<file path="config.mk">
export PLATFORM = sky130hd
export DESIGN_NAME = five_point_quadratic_smoother_flat
export DESIGN_NICKNAME = d
export VERILOG_FILES = /design/src/rtl/core/fpqs_pkg.sv /design/src/rtl/core/fpqs_in_if.sv /design/src/rtl/core/fpqs_out_if.sv /design/src/rtl/core/fpqs_framer.sv /design/src/rtl/core/fpqs_mac.sv /design/src/rtl/core/fpqs_div35.sv /design/src/rtl/core/five_point_quadratic_smoother.sv /design/src/flat_wrapper.sv
export SDC_FILE = /design/constraint.sdc
export NUM_CORES = 2
export LEC_CHECK = 0
export ABC_AREA = 1
export BUFFER_PORTS_ARGS = -buffer_cell sky130_fd_sc_hd__buf_2
export CORE_ASPECT_RATIO = 1.4
export CORE_UTILIZATION = 60
export CTS_BUF_LIST = sky130_fd_sc_hd__clkbuf_16
export DETAILED_ROUTE_END_ITERATION = 12
export HOLD_SLACK_MARGIN = 0.12
export PLACE_DENSITY = 0.72
export RECOVER_POWER = 25
export SLEW_MARGIN = 20
export SYNTH_ARGS = -nofsm -noshare
export SYNTH_HDL_FRONTEND = slang
export SYNTH_SLANG_ARGS = --single-unit
</file>
<file path="constraint.sdc">
create_clock -name i_clk -period 20.9 [get_ports i_clk]
set_clock_uncertainty 0.05 [all_clocks]
set_input_delay 3.135 -clock i_clk [delete_from_list [all_inputs] [get_ports i_clk]]
set_output_delay 3.135 -clock i_clk [all_outputs]
set_load 0.02 [all_outputs]
</file>
<file path="src/rtl/core/fpqs_pkg.sv">
// ----------------------------------------------------------------------------
// Five-point quadratic smoother package
// Shared constants, the smoothing coefficient table and the control structs
// passed between the smoother stages.
// ----------------------------------------------------------------------------
package fpqs_pkg;

    // Taps of the fit window and depth of the sample history.
    localparam int N_TAPS    = 5;
    localparam int WIN_DEPTH = 4;

    // Frame position count saturates here once the window is full.
    localparam int FULL_COUNT = 5;

    // Fit rows: the two leading end rows, the centered row, the two trailing end rows.
    localparam int FIRST_ROW  = 0;
    localparam int CENTER_ROW = 2;
    localparam int LAST_ROW   = 4;

    // All rows share the normalizer 35; 17 is half of it for round to nearest.
    localparam int DIVISOR  = 35;
    localparam int HALF_DIV = 17;

    // The largest row magnitude sum is 51, so a weighted sum grows by at most
    // five bits of magnitude, six bits with the sign.
    localparam int COEF_W     = 6;
    localparam int MAG_GROWTH = 5;
    localparam int ACC_GROWTH = 6;

    typedef logic [2:0] t_row;
    typedef logic signed [COEF_W-1:0] t_coef;

    // Per-result control that travels alongside the data.
    typedef struct packed {
        logic last;
        logic short_frm;
    } t_tag;

    localparam t_coef COEF [N_TAPS][N_TAPS] = '{
        '{ 6'sd31,  6'sd9,  -6'sd3, -6'sd5,  6'sd3  },
        '{ 6'sd9,   6'sd13,  6'sd12, 6'sd6, -6'sd5  },
        '{-6'sd3,   6'sd12,  6'sd17, 6'sd12, -6'sd3 },
        '{-6'sd5,   6'sd6,   6'sd12, 6'sd13,  6'sd9 },
        '{ 6'sd3,  -6'sd5,  -6'sd3,  6'sd9,   6'sd31}
    };

    function automatic t_coef coef_at(t_row row, int tap);
        t_coef c;
        c = '0;
        if (row < t_row'(N_TAPS)) begin
            c = COEF[row][tap];
        end
        return c;
    endfunction

endpackage

</file>
<file path="src/rtl/core/fpqs_in_if.sv">
// ----------------------------------------------------------------------------
// Smoother sample channel
// Valid/ready channel that carries one input sample word and its frame flag.
// ----------------------------------------------------------------------------
interface fpqs_in_if #(
    parameter int SAMPLE_WIDTH = 16
);
    logic                           valid;
    logic                           ready;
    logic signed [SAMPLE_WIDTH-1:0] sample;
    logic                           frame_end;

    modport source (output valid, sample, frame_end, input ready);
    modport sink   (input valid, sample, frame_end, output ready);
endinterface

</file>
<file path="src/rtl/core/fpqs_out_if.sv">
// ----------------------------------------------------------------------------
// Smoother result channel
// Valid/ready channel that carries one smoothed result word and its flags.
// ----------------------------------------------------------------------------
interface fpqs_out_if #(
    parameter int SAMPLE_WIDTH = 16
);
    logic                           valid;
    logic                           ready;
    logic signed [SAMPLE_WIDTH-1:0] smoothed;
    logic                           result_last;
    logic                           short_frame;

    modport source (output valid, smoothed, result_last, short_frame, input ready);
    modport sink   (input valid, smoothed, result_last, short_frame, output ready);
endinterface

</file>
<file path="src/rtl/core/fpqs_framer.sv">
// ----------------------------------------------------------------------------
// Smoother frame tracker
// Keeps the sample history and frame position; each word that finds the window full or
// ends a frame becomes a job issuing one result per cycle while the next stage is ready.
// ----------------------------------------------------------------------------
module fpqs_framer #(
    parameter int SAMPLE_WIDTH = 16
) (
    input  logic                                             i_clk,
    input  logic                                             i_rst_n,
    input  logic                                             i_valid,
    output logic                                             o_ready,
    input  logic signed [SAMPLE_WIDTH-1:0]                   i_sample,
    input  logic                                             i_frame_end,
    output logic                                             o_iss_valid,
    input  logic                                             i_iss_ready,
    output logic [fpqs_pkg::N_TAPS-1:0][SAMPLE_WIDTH-1:0]    o_iss_v,
    output fpqs_pkg::t_row                                   o_iss_row,
    output fpqs_pkg::t_tag                                   o_iss_tag
);
    localparam int WD = fpqs_pkg::WIN_DEPTH;
    localparam logic [2:0] CNT_FULL  = 3'(fpqs_pkg::FULL_COUNT);
    localparam logic [2:0] CNT_WIN   = 3'(fpqs_pkg::WIN_DEPTH);
    localparam fpqs_pkg::t_row ROW_FIRST  = fpqs_pkg::t_row'(fpqs_pkg::FIRST_ROW);
    localparam fpqs_pkg::t_row ROW_CENTER = fpqs_pkg::t_row'(fpqs_pkg::CENTER_ROW);
    localparam fpqs_pkg::t_row ROW_LAST   = fpqs_pkg::t_row'(fpqs_pkg::LAST_ROW);

    logic [WD-1:0][SAMPLE_WIDTH-1:0]               r_win, n_win;
    logic [2:0]                                    r_cnt, n_cnt;
    logic                                          r_job_vld, n_job_vld;
    fpqs_pkg::t_row                                r_job_idx, n_job_idx;
    fpqs_pkg::t_row                                r_job_hi, n_job_hi;
    logic                                          r_job_short, n_job_short;
    logic                                          r_job_fend, n_job_fend;
    logic [fpqs_pkg::N_TAPS-1:0][SAMPLE_WIDTH-1:0] r_job_v, n_job_v;

    logic iss_last;
    logic iss_done;
    logic accept;
    logic partial;

    assign iss_last = (r_job_idx == r_job_hi);
    assign iss_done = r_job_vld & i_iss_ready & iss_last;
    // A new word enters as soon as the current job hands over its final result.
    assign o_ready  = !r_job_vld | iss_done;
    assign accept   = i_valid & o_ready;
    assign partial  = (r_cnt < CNT_WIN);

    always_comb begin
        n_win       = r_win;
        n_cnt       = r_cnt;
        n_job_vld   = r_job_vld;
        n_job_idx   = r_job_idx;
        n_job_hi    = r_job_hi;
        n_job_short = r_job_short;
        n_job_fend  = r_job_fend;
        n_job_v     = r_job_v;

        if (r_job_vld && i_iss_ready) begin
            if (iss_last) begin
                n_job_vld = 1'b0;
            end else begin
                n_job_idx = r_job_idx + fpqs_pkg::t_row'(1);
            end
        end

        if (accept) begin
            if (partial && !i_frame_end) begin
                n_win = {i_sample, r_win[WD-1:1]};
                n_cnt = r_cnt + 3'd1;
            end else begin
                n_job_vld   = 1'b1;
                n_job_v     = {i_sample, r_win};
                n_job_fend  = i_frame_end;
                n_job_short = partial;
                if (partial) begin
                    // Short frame: replay the samples of this frame unchanged.
                    n_job_idx = fpqs_pkg::t_row'(CNT_WIN - r_cnt);
                    n_job_hi  = ROW_LAST;
                end else begin
                    n_job_idx = (r_cnt == CNT_WIN) ? ROW_FIRST : ROW_CENTER;
                    n_job_hi  = i_frame_end ? ROW_LAST : ROW_CENTER;
                end
                if (i_frame_end) begin
                    n_cnt = 3'd0;
                end else begin
                    n_win = {i_sample, r_win[WD-1:1]};
                    n_cnt = CNT_FULL;
                end
            end
        end
    end

    always_ff @(posedge i_clk) begin
        if (!i_rst_n) begin
            r_win     <= '0;
            r_cnt     <= 3'd0;
            r_job_vld <= 1'b0;
        end else begin
            r_win     <= n_win;
            r_cnt     <= n_cnt;
            r_job_vld <= n_job_vld;
        end
    end

    always_ff @(posedge i_clk) begin
        r_job_idx   <= n_job_idx;
        r_job_hi    <= n_job_hi;
        r_job_short <= n_job_short;
        r_job_fend  <= n_job_fend;
        r_job_v     <= n_job_v;
    end

    assign o_iss_valid         = r_job_vld;
    assign o_iss_v             = r_job_v;
    assign o_iss_row           = r_job_idx;
    assign o_iss_tag.last      = r_job_fend & iss_last;
    assign o_iss_tag.short_frm = r_job_short;

    a_idx_bound: assert property (@(posedge i_clk) disable iff (!i_rst_n)
        r_job_vld |-> (r_job_idx <= r_job_hi))
        else $error("result index ran past the end of its job");

    a_short_job: assert property (@(posedge i_clk) disable iff (!i_rst_n)
        (r_job_vld && r_job_short) |-> (r_job_fend && r_job_hi == ROW_LAST))
        else $error("short frame job without frame end");

    a_open_frame: assert property (@(posedge i_clk) disable iff (!i_rst_n)
        (r_job_vld && !r_job_short && !r_job_fend) |-> (r_cnt == CNT_FULL))
        else $error("frame position lost while a frame is open");
endmodule

</file>
<file path="src/rtl/core/fpqs_mac.sv">
// ----------------------------------------------------------------------------
// Smoother weighted sum stage
// Forms the five-tap weighted sum for the selected fit row and registers it
// together with the raw sample used on short frames.
// ----------------------------------------------------------------------------
module fpqs_mac #(
    parameter int SAMPLE_WIDTH = 16
) (
    input  logic                                          i_clk,
    input  logic                                          i_rst_n,
    input  logic                                          i_valid,
    output logic                                          o_ready,
    input  logic [fpqs_pkg::N_TAPS-1:0][SAMPLE_WIDTH-1:0] i_v,
    input  fpqs_pkg::t_row                                i_row,
    input  fpqs_pkg::t_tag                                i_tag,
    output logic                                          o_valid,
    input  logic                                          i_ready,
    output logic signed [SAMPLE_WIDTH+fpqs_pkg::ACC_GROWTH-1:0] o_sum,
    output logic [SAMPLE_WIDTH-1:0]                       o_raw,
    output fpqs_pkg::t_tag                                o_tag
);
    localparam int SUM_W = SAMPLE_WIDTH + fpqs_pkg::ACC_GROWTH;

    logic                     r_vld;
    logic signed [SUM_W-1:0]  r_sum;
    logic [SAMPLE_WIDTH-1:0]  r_raw;
    fpqs_pkg::t_tag           r_tag;
    logic signed [SUM_W-1:0]  sum_c;

    always_comb begin
        logic signed [SUM_W-1:0] prod;
        sum_c = '0;
        for (int k = 0; k < fpqs_pkg::N_TAPS; k++) begin
            prod  = SUM_W'($signed(i_v[k])) * SUM_W'(fpqs_pkg::coef_at(i_row, k));
            sum_c = sum_c + prod;
        end
    end

    assign o_ready = !r_vld | i_ready;

    always_ff @(posedge i_clk) begin
        if (!i_rst_n) begin
            r_vld <= 1'b0;
        end else if (o_ready) begin
            r_vld <= i_valid;
        end
    end

    always_ff @(posedge i_clk) begin
        if (o_ready) begin
            r_sum <= sum_c;
            r_raw <= i_v[i_row];
            r_tag <= i_tag;
        end
    end

    assign o_valid = r_vld;
    assign o_sum   = r_sum;
    assign o_raw   = r_raw;
    assign o_tag   = r_tag;
endmodule

</file>
<file path="src/rtl/core/fpqs_div35.sv">
// ----------------------------------------------------------------------------
// Smoother normalizer
// Divides the weighted sum by 35 with round to nearest (ties away from zero)
// and saturates, using a split reciprocal product and a one-step correction.
// ----------------------------------------------------------------------------
module fpqs_div35 #(
    parameter int SAMPLE_WIDTH = 16
) (
    input  logic                                                i_clk,
    input  logic                                                i_rst_n,
    input  logic                                                i_valid,
    output logic                                                o_ready,
    input  logic signed [SAMPLE_WIDTH+fpqs_pkg::ACC_GROWTH-1:0] i_sum,
    input  logic [SAMPLE_WIDTH-1:0]                             i_raw,
    input  fpqs_pkg::t_tag                                      i_tag,
    output logic                                                o_valid,
    input  logic                                                i_ready,
    output logic [SAMPLE_WIDTH-1:0]                             o_value,
    output fpqs_pkg::t_tag                                      o_tag
);
    localparam int SUM_W  = SAMPLE_WIDTH + fpqs_pkg::ACC_GROWTH;
    localparam int MAG_W  = SAMPLE_WIDTH + fpqs_pkg::MAG_GROWTH;
    localparam int LO_W   = MAG_W / 2;
    localparam int HI_W   = MAG_W - LO_W;
    localparam int PROD_W = MAG_W + SAMPLE_WIDTH;

    // floor(2^MAG_W / 35) fits in SAMPLE_WIDTH bits.
    localparam logic [63:0] RECIP64 = (64'd1 << MAG_W) / 64'(fpqs_pkg::DIVISOR);
    localparam logic [SAMPLE_WIDTH-1:0] RECIP = RECIP64[SAMPLE_WIDTH-1:0];
    // Any magnitude at or above this saturates, so larger ones are clipped to it.
    localparam logic [63:0] CLAMP64 =
        64'(fpqs_pkg::DIVISOR) * ((64'd1 << (SAMPLE_WIDTH - 1)) + 64'd1) - 64'd1;
    localparam logic [MAG_W-1:0] CLAMP   = CLAMP64[MAG_W-1:0];
    localparam logic [MAG_W-1:0] DIV_M   = MAG_W'(fpqs_pkg::DIVISOR);
    localparam logic [MAG_W-1:0] DIV2_M  = MAG_W'(2 * fpqs_pkg::DIVISOR);
    localparam logic [SUM_W-1:0] HALF_S  = SUM_W'(fpqs_pkg::HALF_DIV);
    localparam logic [SAMPLE_WIDTH-1:0] POS_MAX = {1'b0, {(SAMPLE_WIDTH-1){1'b1}}};
    localparam logic [SAMPLE_WIDTH-1:0] Q_LIMIT = {1'b1, {(SAMPLE_WIDTH-1){1'b0}}};

    logic                          r_s2_vld;
    logic [HI_W+SAMPLE_WIDTH-1:0]  r_s2_pph;
    logic [LO_W+SAMPLE_WIDTH-1:0]  r_s2_ppl;
    logic [MAG_W-1:0]              r_s2_mag;
    logic                          r_s2_neg;
    logic [SAMPLE_WIDTH-1:0]       r_s2_raw;
    fpqs_pkg::t_tag                r_s2_tag;

    logic                          r_s3_vld;
    logic [SAMPLE_WIDTH-1:0]       r_s3_q;
    logic [MAG_W-1:0]              r_s3_mag;
    logic                          r_s3_neg;
    logic [SAMPLE_WIDTH-1:0]       r_s3_raw;
    fpqs_pkg::t_tag                r_s3_tag;

    logic                          r_out_vld;
    logic [SAMPLE_WIDTH-1:0]       r_out_val;
    fpqs_pkg::t_tag                r_out_tag;

    logic                          rdy_out, rdy_s3;
    logic                          neg_c;
    logic [SUM_W-1:0]              abs_c, mag_full_c;
    logic [MAG_W-1:0]              mag_c;
    logic [HI_W+SAMPLE_WIDTH-1:0]  pph_c;
    logic [LO_W+SAMPLE_WIDTH-1:0]  ppl_c;
    logic [PROD_W-1:0]             prod_c;
    logic [MAG_W-1:0]              rem_c;
    logic [SAMPLE_WIDTH-1:0]       q_fix_c, sat_c;

    assign rdy_out = !r_out_vld | i_ready;
    assign rdy_s3  = !r_s3_vld | rdy_out;
    assign o_ready = !r_s2_vld | rdy_s3;

    // Magnitude plus half the divisor, clipped, times the reciprocal in two halves.
    always_comb begin
        neg_c      = i_sum[SUM_W-1];
        abs_c      = neg_c ? SUM_W'(-i_sum) : SUM_W'(i_sum);
        mag_full_c = abs_c + HALF_S;
        mag_c      = (mag_full_c > SUM_W'(CLAMP)) ? CLAMP : mag_full_c[MAG_W-1:0];
        pph_c      = (HI_W+SAMPLE_WIDTH)'(mag_c[MAG_W-1:LO_W]) *
                     (HI_W+SAMPLE_WIDTH)'(RECIP);
        ppl_c      = (LO_W+SAMPLE_WIDTH)'(mag_c[LO_W-1:0]) *
                     (LO_W+SAMPLE_WIDTH)'(RECIP);
    end

    assign prod_c = (PROD_W'(r_s2_pph) << LO_W) + PROD_W'(r_s2_ppl);

    // The reciprocal estimate is at most one below the true quotient.
    always_comb begin
        rem_c   = r_s3_mag - MAG_W'(r_s3_q) * DIV_M;
        q_fix_c = (rem_c >= DIV_M) ? r_s3_q + SAMPLE_WIDTH'(1) : r_s3_q;
        if (r_s3_neg) begin
            sat_c = SAMPLE_WIDTH'(-q_fix_c);
        end else begin
            sat_c = q_fix_c[SAMPLE_WIDTH-1] ? POS_MAX : q_fix_c;
        end
    end

    always_ff @(posedge i_clk) begin
        if (!i_rst_n) begin
            r_s2_vld  <= 1'b0;
            r_s3_vld  <= 1'b0;
            r_out_vld <= 1'b0;
        end else begin
            if (o_ready) begin
                r_s2_vld <= i_valid;
            end
            if (rdy_s3) begin
                r_s3_vld <= r_s2_vld;
            end
            if (rdy_out) begin
                r_out_vld <= r_s3_vld;
            end
        end
    end

    always_ff @(posedge i_clk) begin
        if (o_ready) begin
            r_s2_pph <= pph_c;
            r_s2_ppl <= ppl_c;
            r_s2_mag <= mag_c;
            r_s2_neg <= neg_c;
            r_s2_raw <= i_raw;
            r_s2_tag <= i_tag;
        end
        if (rdy_s3) begin
            r_s3_q   <= prod_c[PROD_W-1:MAG_W];
            r_s3_mag <= r_s2_mag;
            r_s3_neg <= r_s2_neg;
            r_s3_raw <= r_s2_raw;
            r_s3_tag <= r_s2_tag;
        end
        if (rdy_out) begin
            r_out_val <= r_s3_tag.short_frm ? r_s3_raw : sat_c;
            r_out_tag <= r_s3_tag;
        end
    end

    assign o_valid = r_out_vld;
    assign o_value = r_out_val;
    assign o_tag   = r_out_tag;

    a_estimate_close: assert property (@(posedge i_clk) disable iff (!i_rst_n)
        r_s3_vld |-> (rem_c < DIV2_M))
        else $error("reciprocal quotient estimate off by more than one");

    a_quotient_range: assert property (@(posedge i_clk) disable iff (!i_rst_n)
        r_s3_vld |-> (q_fix_c <= Q_LIMIT))
        else $error("corrected quotient beyond the clipped range");
endmodule

</file>
<file path="src/rtl/core/five_point_quadratic_smoother.sv">
// ----------------------------------------------------------------------------
// Five-point quadratic smoother
// Savitzky-Golay 5-point, degree-2 smoothing of framed signed samples.
// ----------------------------------------------------------------------------
// Samples enter one word per cycle on the input channel while it is ready,
// frame_end marking the last of a frame. Results lag by two samples: the fifth
// sample yields three results (both leading end-point rows and the first
// centered one), each later sample one centered result, and a frame-ending
// sample also the two trailing end-point results. A frame of one to four
// samples comes back unchanged with short_frame set; each result of a longer
// frame is the weighted sum over original samples divided by 35, rounded to
// nearest with ties away from zero and saturated. The block sustains one
// sample per cycle inside a frame while the output is ready; a sample that
// yields several results holds the input until its last result has left the
// issue register, where results leave one per cycle while the next stage is
// ready (the end of a short frame yields as many results as the frame had
// samples). An issued result reaches the output register through the weighted
// sum, reciprocal product and quotient correction stages. Each stage advances
// whenever the next register is free, so empty slots close up and a stalled
// output holds back upstream stages only once the registers before it are full.
module five_point_quadratic_smoother #(
    parameter int SAMPLE_WIDTH = 16
) (
    input  logic           i_clk,
    input  logic           i_rst_n,
    fpqs_in_if.sink        i_in,
    fpqs_out_if.source     o_out
);
    localparam int SUM_W = SAMPLE_WIDTH + fpqs_pkg::ACC_GROWTH;

    logic                                          iss_valid, iss_ready;
    logic [fpqs_pkg::N_TAPS-1:0][SAMPLE_WIDTH-1:0] iss_v;
    fpqs_pkg::t_row                                iss_row;
    fpqs_pkg::t_tag                                iss_tag;

    logic                     sum_valid, sum_ready;
    logic signed [SUM_W-1:0]  sum_val;
    logic [SAMPLE_WIDTH-1:0]  sum_raw;
    fpqs_pkg::t_tag           sum_tag;

    logic [SAMPLE_WIDTH-1:0]  res_val;
    fpqs_pkg::t_tag           res_tag;

    fpqs_framer #(
        .SAMPLE_WIDTH (SAMPLE_WIDTH)
    ) u_framer (
        .i_clk       (i_clk),
        .i_rst_n     (i_rst_n),
        .i_valid     (i_in.valid),
        .o_ready     (i_in.ready),
        .i_sample    (i_in.sample),
        .i_frame_end (i_in.frame_end),
        .o_iss_valid (iss_valid),
        .i_iss_ready (iss_ready),
        .o_iss_v     (iss_v),
        .o_iss_row   (iss_row),
        .o_iss_tag   (iss_tag)
    );

    fpqs_mac #(
        .SAMPLE_WIDTH (SAMPLE_WIDTH)
    ) u_mac (
        .i_clk   (i_clk),
        .i_rst_n (i_rst_n),
        .i_valid (iss_valid),
        .o_ready (iss_ready),
        .i_v     (iss_v),
        .i_row   (iss_row),
        .i_tag   (iss_tag),
        .o_valid (sum_valid),
        .i_ready (sum_ready),
        .o_sum   (sum_val),
        .o_raw   (sum_raw),
        .o_tag   (sum_tag)
    );

    fpqs_div35 #(
        .SAMPLE_WIDTH (SAMPLE_WIDTH)
    ) u_div35 (
        .i_clk   (i_clk),
        .i_rst_n (i_rst_n),
        .i_valid (sum_valid),
        .o_ready (sum_ready),
        .i_sum   (sum_val),
        .i_raw   (sum_raw),
        .i_tag   (sum_tag),
        .o_valid (o_out.valid),
        .i_ready (o_out.ready),
        .o_value (res_val),
        .o_tag   (res_tag)
    );

    assign o_out.smoothed    = $signed(res_val);
    assign o_out.result_last = res_tag.last;
    assign o_out.short_frame = res_tag.short_frm;
endmodule

</file>
<file path="src/flat_wrapper.sv">
// flat-port wrapper written by rule: the top's interface ports become plain ports
module five_point_quadratic_smoother_flat 
#(
    parameter int SAMPLE_WIDTH = 16
)
  (i_clk, i_rst_n, i_in_valid, i_in_sample, i_in_frame_end, i_in_ready, o_out_valid, o_out_smoothed, o_out_result_last, o_out_short_frame, o_out_ready);
  fpqs_in_if #(.SAMPLE_WIDTH(SAMPLE_WIDTH)) i_in_i ();
  fpqs_out_if #(.SAMPLE_WIDTH(SAMPLE_WIDTH)) o_out_i ();
  input  logic i_clk;
  input  logic i_rst_n;
  input wire logic [$bits(i_in_i.valid)-1:0] i_in_valid;
  input wire logic [$bits(i_in_i.sample)-1:0] i_in_sample;
  input wire logic [$bits(i_in_i.frame_end)-1:0] i_in_frame_end;
  output wire logic [$bits(i_in_i.ready)-1:0] i_in_ready;
  output wire logic [$bits(o_out_i.valid)-1:0] o_out_valid;
  output wire logic [$bits(o_out_i.smoothed)-1:0] o_out_smoothed;
  output wire logic [$bits(o_out_i.result_last)-1:0] o_out_result_last;
  output wire logic [$bits(o_out_i.short_frame)-1:0] o_out_short_frame;
  input wire logic [$bits(o_out_i.ready)-1:0] o_out_ready;
  assign i_in_i.valid = i_in_valid;
  assign i_in_i.sample = i_in_sample;
  assign i_in_i.frame_end = i_in_frame_end;
  assign i_in_ready = i_in_i.ready;
  assign o_out_valid = o_out_i.valid;
  assign o_out_smoothed = o_out_i.smoothed;
  assign o_out_result_last = o_out_i.result_last;
  assign o_out_short_frame = o_out_i.short_frame;
  assign o_out_i.ready = o_out_ready;
  five_point_quadratic_smoother #(.SAMPLE_WIDTH(SAMPLE_WIDTH)) u_core (.i_clk(i_clk), .i_rst_n(i_rst_n), .i_in(i_in_i), .o_out(o_out_i));
endmodule
</file>
==> metrics.csv <==
stage;metric;value;unit
cts;cts.htree.levels;2;
global_route;grt_start_max_net_pins;69;
worst_hold_path;min_from;u_core.u_framer.r_win[2]$_SDFFE_PN0P_;
timing;period_minus_slack;10380;ps
worst_hold_path;whs_path_depth;0;
critical_path;cp-start-kind;flop;
critical_path;crit_arrival;10620;ps
global_route;grt_usage;0.3123;
timing;rsz0062_at_grt;no;
place;portBuffers;40;
synth;synth-main-ff-cell;edfxtp_1;
cts;numCtsBuffers;35;
critical_path;critPathCaptureType;flop;
timing;setup_viol;0;
worst_hold_path;min_to;u_core.u_framer.o_iss_v[2]$_DFFE_PP_;
synth;yosys.area.top_type;fa_1;
timing;timing.final.hold_violations;0;
synth;synth_top_cell_area_share;0.2845;
cells_and_area;nFillCells;5351;
cts;cts.sinks;353;
synth;ys_types;57;
synth;yosys_warnings;0;
cts;cts_buffer_depth;3;
flow_run;cap_violations;0;
place;gp_congestion;1.013;
cts;cts-root-buf;clkbuf_16;
drt;routedWlPerCell;19.23;um
drt;drt_wl_total;97490;um
synth;async_reset_ff_frac;0;
global_route;grt_overflow;0;
drt;routed_via_density;5.424;
cells_and_area;layout.nets;5172;
floorplanning;start_util;0.6092;
timing;maxSlewHeadroom;0.008880;
cts;clock_latency;570;ps
floorplanning;rows;109;
critical_path;required;21140;ps
cts;cts_hold_buf;0;
critical_path;r2r_cells;34;
timing;setup_ws;10520;ps
critical_path;reg2reg_slack;10520;ps
synth;postSynthCellCount;4185;
cts;clkTransAtPathRegs;80;ps
synth;synth_edf_count;278;
synth;syn_area;38630;um^2
cts;cts_tree;built;
floorplanning;io_pins;41;
drt;dr.pass1.iters;8;
worst_hold_path;hold_class;reg2reg;
global_route;antenna_found_initial;1;
critical_path;reg2reg_from;u_core.u_framer.o_iss_row[2]$_DFF_P_;
critical_path;cp_max_fo;26;
cts;cts_setup_buffers;0;
floorplanning;die_x;216.5;um
synth;synthTopCellsByArea;fa_1 (28%), edfxtp_1 (22%), ha_1 (13%), inv_1 (8.8%), nand2_1 (6.7%);
global_route;grt_pass1_wl;155400;um
timing;finalMaxSlewViolations;0;
synth;syn_area_per_cell;9.231;um^2
cells_and_area;drive_gt1_frac;0.05192;
floorplanning;die_area;65420;um^2
synth;ys_seq_area_frac;0.2550;
critical_path;crit_slowest_cell;clkbuf_1;
drt;num_vias;27492;
drt;drt_iter0_drc;1499;
cts;ctsResizeCount;0;
critical_path;crit_top_cell;fa_1;
global_route;grt_pass1_vias;29630;
timing;fmax;96.32;MHz
place;dp_hpwl;83710;um
timing;min_period_over_period;0.4968;
floorplanning;dieHeight;302.2;um
place;place_ws;10730;ps
floorplanning;coreArea;63420;um^2
drt;antenna_left;0;
synth;syn_nets;5145;
cells_and_area;area_growth;5.866;%
cells_and_area;antennaDiodeCount;0;
timing;tns;0;ps
synth;ys_ff_latch;353;
critical_path;max_stage_delay;1080;ps
run_status;status;completed;
drt;drcViolationCount;0;
critical_path;path_class;reg2reg;
timing;hold_ws;361.0;ps
timing;worstMarginPinSlew;1487;ps
critical_path;r2r_end;u_core.u_mac.o_sum[20]$_DFFE_PN_;
-- routing by layer --
layer / routed length [um] / up-vias / part of all wire / GRT usage
li1: - / 13011 / - / -
met1: 34430 / 13454 / 0.35 / 0.3223
met2: 52160 / 688 / 0.54 / 0.5963
met3: 3858 / 337 / 0.040 / 0.03690
met4: 7028 / 2 / 0.072 / 0.1948
met5: 13 / - / 0.00013 / 0
-- flip-flops by register name (all words and copies together), names as in the netlist, 2 cells and up --
name	flops
u_core.u_div35.r_s2_mag	21
u_core.u_div35.r_s3_tag	2
u_core.u_div35.r_s2_raw	16
u_core.u_div35.r_s3_q	16
u_core.u_framer.o_iss_v	80
u_core.u_div35.r_s2_pph	25
u_core.u_div35.r_s2_ppl	15
u_core.u_mac.o_sum	22
u_core.u_div35.r_s3_raw	16
u_core.u_framer.r_win	64
u_core.u_div35.r_s3_mag	21
u_core.u_framer.r_cnt	3
u_core.u_div35.r_s2_tag	2
u_core.u_mac.o_tag	2
u_core.u_mac.o_raw	16
u_core.u_framer.r_job_hi	2
u_core.u_div35.o_tag	2
u_core.u_framer.o_iss_row	3
u_core.u_div35.o_value	16
-- how the worst max path moves through the flow --
stage | to | slack, ps | start
floorplan | u_core.u_framer.o_iss_row[0]$_DFF_P_ | 8370 | o_out_ready
global placement | u_core.u_mac.o_sum[20]$_DFFE_PN_ | 10860 | u_core.u_framer.o_iss_row[0]$_DFF_P_
detailed placement | u_core.u_mac.o_sum[20]$_DFFE_PN_ | 10730 | u_core.u_framer.o_iss_row[0]$_DFF_P_
CTS | u_core.u_mac.o_sum[20]$_DFFE_PN_ | 10690 | u_core.u_framer.o_iss_row[0]$_DFF_P_
global route | u_core.u_mac.o_sum[20]$_DFFE_PN_ | 9960 | u_core.u_framer.o_iss_row[0]$_DFF_P_
finish | u_core.u_mac.o_sum[20]$_DFFE_PN_ | 10520 | u_core.u_framer.o_iss_row[2]$_DFF_P_
-- cells in the mapped netlist, types with 6 or more instances --
cell      number
inv_1        906
clkbuf_1      62
dfxtp_1       75
a31oi_1       12
o21ai_2        6
nand3b_1      17
nor2_2        10
nor2_4         7
fa_1         549
a21oi_1      130
clkinv_1       8
o21ai_0      138
ha_1         390
xor2_1        75
nand3_1      113
nand3_2        8
or2_2         23
nor3_1        13
inv_2         13
nor2_1       450
xnor2_1       54
nand2_2       25
o21a_1         7
o22ai_1        7
a221oi_1      13
nand2_1      689
nand4_1       35
o21ai_1       10
edfxtp_1     278
-- per-stage QoR --
stage / cell area [um^2] / utilization / cells
2_1_floorplan: 38630 / - / 4185
3_3_place_gp: 39750 / 0.6268 / 5007
3_5_place_dp: 39750 / 0.6268 / 5007
4_1_cts: 40920 / 0.6452 / 5069
5_1_grt: 40900 / 0.6449 / 5069
6_report: 40900 / 0.6449 / 5069
-- layout make-up --
class,count,area (um^2),area share
clock buffers,36,900.9,0.02203
clock inverters,26,265.3,0.006486
inverters,927,3482,0.08514
multi-input cells,2831,25000,0.6112
flip-flops and latches,353,9849,0.2408
well taps,832,1041,0.02545
repair buffers,64,360.3,0.008811
-- placed cells by master (no fill, tap or decap), types with 9 or more instances in the layout --
master / netlist / final
inv_1: 906 / 911
nand2_1: 689 / 689
fa_1: 549 / 549
nor2_1: 450 / 445
ha_1: 390 / 390
edfxtp_1: 278 / 278
o21ai_0: 138 / 138
a21oi_1: 130 / 130
nand3_1: 113 / 113
xor2_1: 75 / 75
dfxtp_1: 75 / 75
xnor2_1: 54 / 54
clkbuf_16: 0 / 36
nand4_1: 35 / 35
buf_2: 5 / 33
nand2_2: 25 / 25
or2_2: 23 / 23
buf_4: 1 / 21
nand3b_1: 17 / 17
clkinv_1: 8 / 13
inv_2: 13 / 13
nor2_2: 10 / 13
nor3_1: 13 / 13
a221oi_1: 13 / 13
a31oi_1: 12 / 12
o21ai_1: 10 / 10
clkbuf_1: 62 / 10
nor2_4: 7 / 9
-- worst max-delay path, delay by kind of cell (launching register included) --
family                     cells  cell delay, ps
adders and majority gates      9            4350
DFF                            1             510
AOI/OAI and AO/OA              8            1350
and+or+nand+nor                9            1420
xor gates and xnor gates       1              60
buffers and inverters          7            2350
-- logic make-up after synthesis --
group,share of synthesized area
and+or+nand+nor,0.1548
buffers and inverters,0.09853
adders and majority gates,0.4108
DFF,0.2550
AOI/OAI and AO/OA,0.05163
xor gates and xnor gates,0.02925
Power is left out: the tool's default activity adds up to more than one toggle a clock period on the data nets, which glitch-free logic cannot reach.
